[src/design/wlba_pkg.sv]
// ----------------------------------------------------------------------------
// wlba_pkg
// Shared types and constants for the windowed latency breakdown averager.
// ----------------------------------------------------------------------------
package wlba_pkg;

    localparam int TIME_BITS         = 48;
    localparam int AVG_BITS          = 32;
    localparam int COUNT_BITS        = 7;
    localparam int NUM_STAGES        = 6;
    localparam int DEF_WINDOW_DEPTH  = 120;
    localparam int DEF_DURATION_BITS = 32;

    typedef struct packed {
        logic                 clear_window;
        logic [TIME_BITS-1:0] capture_time;
        logic [TIME_BITS-1:0] encode_time;
        logic [TIME_BITS-1:0] net_send_time;
        logic [TIME_BITS-1:0] net_recv_time;
        logic [TIME_BITS-1:0] jitter_ready_time;
        logic [TIME_BITS-1:0] decode_time;
        logic [TIME_BITS-1:0] present_time;
    } in_item_t;

    typedef struct packed {
        logic [COUNT_BITS-1:0] valid_count;
        logic [AVG_BITS-1:0]   avg_capture_to_encode;
        logic [AVG_BITS-1:0]   avg_network_transit;
        logic [AVG_BITS-1:0]   avg_jitter_delay;
        logic [AVG_BITS-1:0]   avg_decode_time;
        logic [AVG_BITS-1:0]   avg_present_delay;
        logic [AVG_BITS-1:0]   avg_end_to_end;
    } out_item_t;

    typedef enum logic [2:0] {
        STG_ENC,
        STG_NET,
        STG_JIT,
        STG_DEC,
        STG_PRES,
        STG_TOTAL
    } stage_t;

    typedef enum logic [2:0] {
        ST_IDLE,
        ST_READ,
        ST_SPAN,
        ST_UPDATE,
        ST_COMMIT,
        ST_DIVIDE,
        ST_DIV_WAIT,
        ST_DONE
    } state_t;

endpackage

[src/design/wlba_divider.sv]
// ----------------------------------------------------------------------------
// wlba_divider
// Restoring unsigned divider, one quotient bit per cycle.
// ----------------------------------------------------------------------------
module wlba_divider
    import wlba_pkg::*;
#(
    parameter int DIVIDEND_W = DEF_DURATION_BITS + COUNT_BITS,
    parameter int DIVISOR_W  = COUNT_BITS
)
(
    input  logic                  clk,
    input  logic                  rst_n,
    input  logic                  start,
    input  logic [DIVIDEND_W-1:0] dividend,
    input  logic [DIVISOR_W-1:0]  divisor,
    output logic                  done,
    output logic [DIVIDEND_W-1:0] quotient
);

    localparam int ITER_W = (DIVIDEND_W > 1) ? $clog2(DIVIDEND_W) : 1;

    logic                  busy_reg;
    logic                  done_reg;
    logic [ITER_W-1:0]     iter_reg;
    logic [DIVISOR_W-1:0]  rem_reg;
    logic [DIVISOR_W-1:0]  dsr_reg;
    logic [DIVIDEND_W-1:0] quo_reg;

    logic [DIVISOR_W:0]    trial;
    logic [DIVISOR_W:0]    diff;
    logic                  fits;

    assign trial = {rem_reg, quo_reg[DIVIDEND_W-1]};
    assign diff  = trial - {1'b0, dsr_reg};
    assign fits  = (trial >= {1'b0, dsr_reg});

    always_ff @(posedge clk or negedge rst_n)
    begin
        if (!rst_n)
        begin
            busy_reg <= 1'b0;
            done_reg <= 1'b0;
            iter_reg <= '0;
        end
        else
        begin
            done_reg <= 1'b0;
            if (start)
            begin
                busy_reg <= 1'b1;
                iter_reg <= ITER_W'(DIVIDEND_W - 1);
            end
            else if (busy_reg)
            begin
                iter_reg <= iter_reg - 1'b1;
                if (iter_reg == '0)
                begin
                    busy_reg <= 1'b0;
                    done_reg <= 1'b1;
                end
            end
        end
    end

    always_ff @(posedge clk)
    begin
        if (start)
        begin
            quo_reg <= dividend;
            rem_reg <= '0;
            dsr_reg <= divisor;
        end
        else if (busy_reg)
        begin
            quo_reg <= {quo_reg[DIVIDEND_W-2:0], fits};
            rem_reg <= fits ? diff[DIVISOR_W-1:0] : trial[DIVISOR_W-1:0];
        end
    end

    assign done     = done_reg;
    assign quotient = quo_reg;

endmodule

[config.mk]
export PLATFORM = sky130hd
export DESIGN_NAME = wlba_divider
export DESIGN_NICKNAME = d
export VERILOG_FILES = /design/src/design/wlba_pkg.sv /design/src/design/wlba_divider.sv
export SDC_FILE = /design/constraint.sdc
export NUM_CORES = 1
export LEC_CHECK = 0
export BUFFER_PORTS_ARGS = -buffer_cell sky130_fd_sc_hd__clkbuf_2
export CAP_MARGIN = 20
export CORE_MARGIN = 2
export CORE_UTILIZATION = 54
export CTS_BUF_LIST = sky130_fd_sc_hd__clkbuf_8
export CTS_CLUSTER_DIAMETER = 30
export DETAILED_ROUTE_END_ITERATION = 10
export GPL_TIMING_DRIVEN = 0
export PLACE_DENSITY = 0.83
export SETUP_SLACK_MARGIN = 0.1
export SLEW_MARGIN = 20
export SYNTH_ARGS = -nofsm -noshare
export SYNTH_HDL_FRONTEND = slang
export SYNTH_SLANG_ARGS = --single-unit
export TNS_END_PERCENT = 50
[constraint.sdc]
create_clock -name clk -period 2.4 [get_ports clk]
set_input_delay 0 -clock clk [delete_from_list [all_inputs] [get_ports clk]]
set_output_delay 0 -clock clk [all_outputs]
set_load 0.03 [all_outputs]
==> results.md <==
* CTS Buf Count at 9
* Area delta synth->final at 40.1%
* Pleak at 1.89 nW
* Most common cell in the netlist: edfxtp_1
* Final nets at 438
* WL final at 9350 um
* Inserted Diodes at 0
* Critical Path, Cell by Cell: inv_1, ha_1, fa_2, nand2b_2, a211o_4, a41oi_1, o31ai_1
* Syn Inst Count at 232
* Hpwl dp at 4780 um
* Post-DP Area at 3610 um2
* Post-synth EDFFs at 46
* Die area at 6320 um2
* YS warnings at 0
* Design Area, Final at 4310 um2
* Worst vdd ir at 0.736 mV
* Top cells by count, synth: edfxtp_1 (46), mux2_2 (39), nor2_1 (14), inv_1 (13)
* Post-route ant nets at 0
* WP depth at 7
* Max_cap viols at 0
* CP max FO at 7
* Largest delay share family, worst path: compound AO/OA/AOI/OAI gates
* # DRC at 0
* Cell taking the most area after synthesis: edfxtp_1
* Setup CP Type: flip-flop to flip-flop
* Max_slew headroom at 0.448
* Clk_lat worst skew at 0.36 ns
* WP data arrival at 2.47 ns
* Post-synth top area share at 0.449
* Post-synthesis async set-or-reset flop share at 0.131
* Vias in the first global route at 2616
* Power Density at 901 nW/um2
* Worst Hold Class: input pin to async pin
* Slowest stage cell on the critical path: edfxtp_1
* Skew final at 0.0112 ns
* CP required at 2.63 ns
* Maximum clock path buffer count at 2
* R2R cell count at 7
* Top_reg_cell synth: edfxtp_1
* Share of layout cells above drive strength 1 at 0.430
* Final core utilization at 0.783
* GRT overflow at 0
* Routed vias/inst at 5.78
* Number of core rows at 27
* First-pass GRT wire length at 14100 um
* Critical Path Max Stage Delay at 0.39 ns
* Final std cells w/o fill at 456
* Slew at the pin with the worst max-slew slack at 0.827 ns
* Max H-tree Level at 3
* CP Launch Type: flip-flop
* Clock slew seen by the registers of the worst setup and hold paths at 0.08 ns
* GPL Wtd Cong at 0.837
* Max reg flops at 39
* Core area at 5510 um2
* Root buf cell: clkbuf_8
* Mean Syn Cell Area at 13.3 um2
* Num ports at 89
* Port bufs at 88
* Final worst setup slack at 0.166 ns
* Initial Util at 0.559
* Synthesized flop and latch total at 61
* Fin crit period at 2.23 ns
* GRT Util Overall at 0.308
* Fin crit share at 0.931
* Highest Clock Rate at 448 MHz
* Pre-Repair DR Iteration Count at 5
* Final hold violations at 0
* RSZ-0062 raised after global routing: no
* Hold Slack at 0.0242 ns
* Die span in x at 79.5 um
* Final setup violating endpoints at 0
* Pin count of the biggest net entering global routing at 40
* Final Power at 3.88 mW
* Syn Nets at 291
* Post-synth cell types at 52
* Area contributors post-synth: edfxtp_1 (45%), mux2_2 (14%), dfrtp_1 (6.5%)
* Status: completed
* Buf+Inv Stages, Crit Path at 1
* Routed vias at 2635
* Final slew viol count at 0
* Antenna violations before repair at 0
* Pre-CTS setup slack at 0.267 ns
* Initial DRC Count at 274
* Sink Count at 61
* CTS tree: yes
* Fin Setup TNS at 0 ns
* Synth Cell Area at 3080 um2
* Crit end category: flip-flop
* Routed len/inst at 20.5 um
* Register area share after synthesis at 0.559
* Inst Count DP at 392
* Die Y at 79.5 um
==> worst paths after layout <==
path	from	to	slack [ns]
setup / recovery	quotient[38]	rem_reg[3]	0.17
hold / removal	rst_n	iter_reg[0]	0.02
setup reg to reg	quotient[38]	rem_reg[3]	0.17
hold reg to reg	rem_reg[0]	rem_reg[1]	0.54
max in group asynchronous	rst_n	done	2.20
min in group clk	start	dsr_reg[3]	0.05
==> worst register-to-register path: stages (launching register included) <==
cell and delay, ns:
edfxtp_1 0.39, inv_1 0.08, ha_1 0.24, fa_2 0.39, nand2b_2 0.26, a211o_4 0.39
a41oi_1 0.25, o31ai_1 0.11
==> kinds of logic after synthesis <==
group                      Yosys count  synth area share
AOI/OAI and AO/OA                   33            0.0894
xor gates and xnor gates             6            0.0171
adders and majority gates           10            0.0431
buffers and inverters               23            0.0341
DFF                                 61             0.559
muxes                               39             0.143
and+or+nand+nor                     60             0.114
==> power by group <==
group / leakage (nW) / internal [mW] / switching, mW
clock: 0.118 / 0.614 / 0.475
sequential: 0.632 / 1.31 / 0.126
combinational: 1.14 / 0.577 / 0.783
==> layout by cell type, fill, tap and decap left out, types with 3 or more instances in the layout <==
master / Yosys / routed
clkbuf_2: 0 / 88
a41oi_1: 4 / 4
edfxtp_1: 46 / 46
nor3b_1: 8 / 8
buf_2: 4 / 4
ha_1: 9 / 9
nor3_1: 4 / 4
clkbuf_8: 1 / 11
dlygate4sd3_1: 0 / 47
nand2b_1: 3 / 3
o31ai_1: 4 / 4
dfrtp_1: 8 / 8
nor2_1: 14 / 14
dfxtp_1: 7 / 7
xnor2_1: 5 / 5
inv_1: 13 / 13
nand2_1: 9 / 9
nor2b_1: 4 / 4
clkbuf_1: 4 / 4
o311ai_1: 3 / 3
o21ai_0: 3 / 3
mux2_2: 39 / 39
==> final cells by class <==
class | instances | area, um2
multi-input cells | 148 | 1250
flip-flops and latches | 61 | 1720
fillers | 297 | 1190
plain buffers | 10 | 56.3
inverters | 13 | 48.8
well taps | 72 | 90.1
clock buffers | 10 | 138
clock inverters | 6 | 86.3
repair buffers | 136 | 918
==> repair_timing <==
action / in CTS / in global routing
endpoints found under the hold margin: 54 / 0
endpoints found under the setup margin: 0 / 6
hold buffers: 47 / 0
resized for setup: 0 / 1
buffers inserted: 0 / 1
==> metal layers <==
layer | global-route usage | vias up | part of all wire
met5 | 0 | - | 0
met1 | 0.363 | 1245 | 0.35
met2 | 0.535 | 183 | 0.52
met3 | 0.0894 | 43 | 0.087
li1 | - | 1164 | -
met4 | 0.110 | 0 | 0.041
Note: power is estimated with default switching activity, not from simulation.
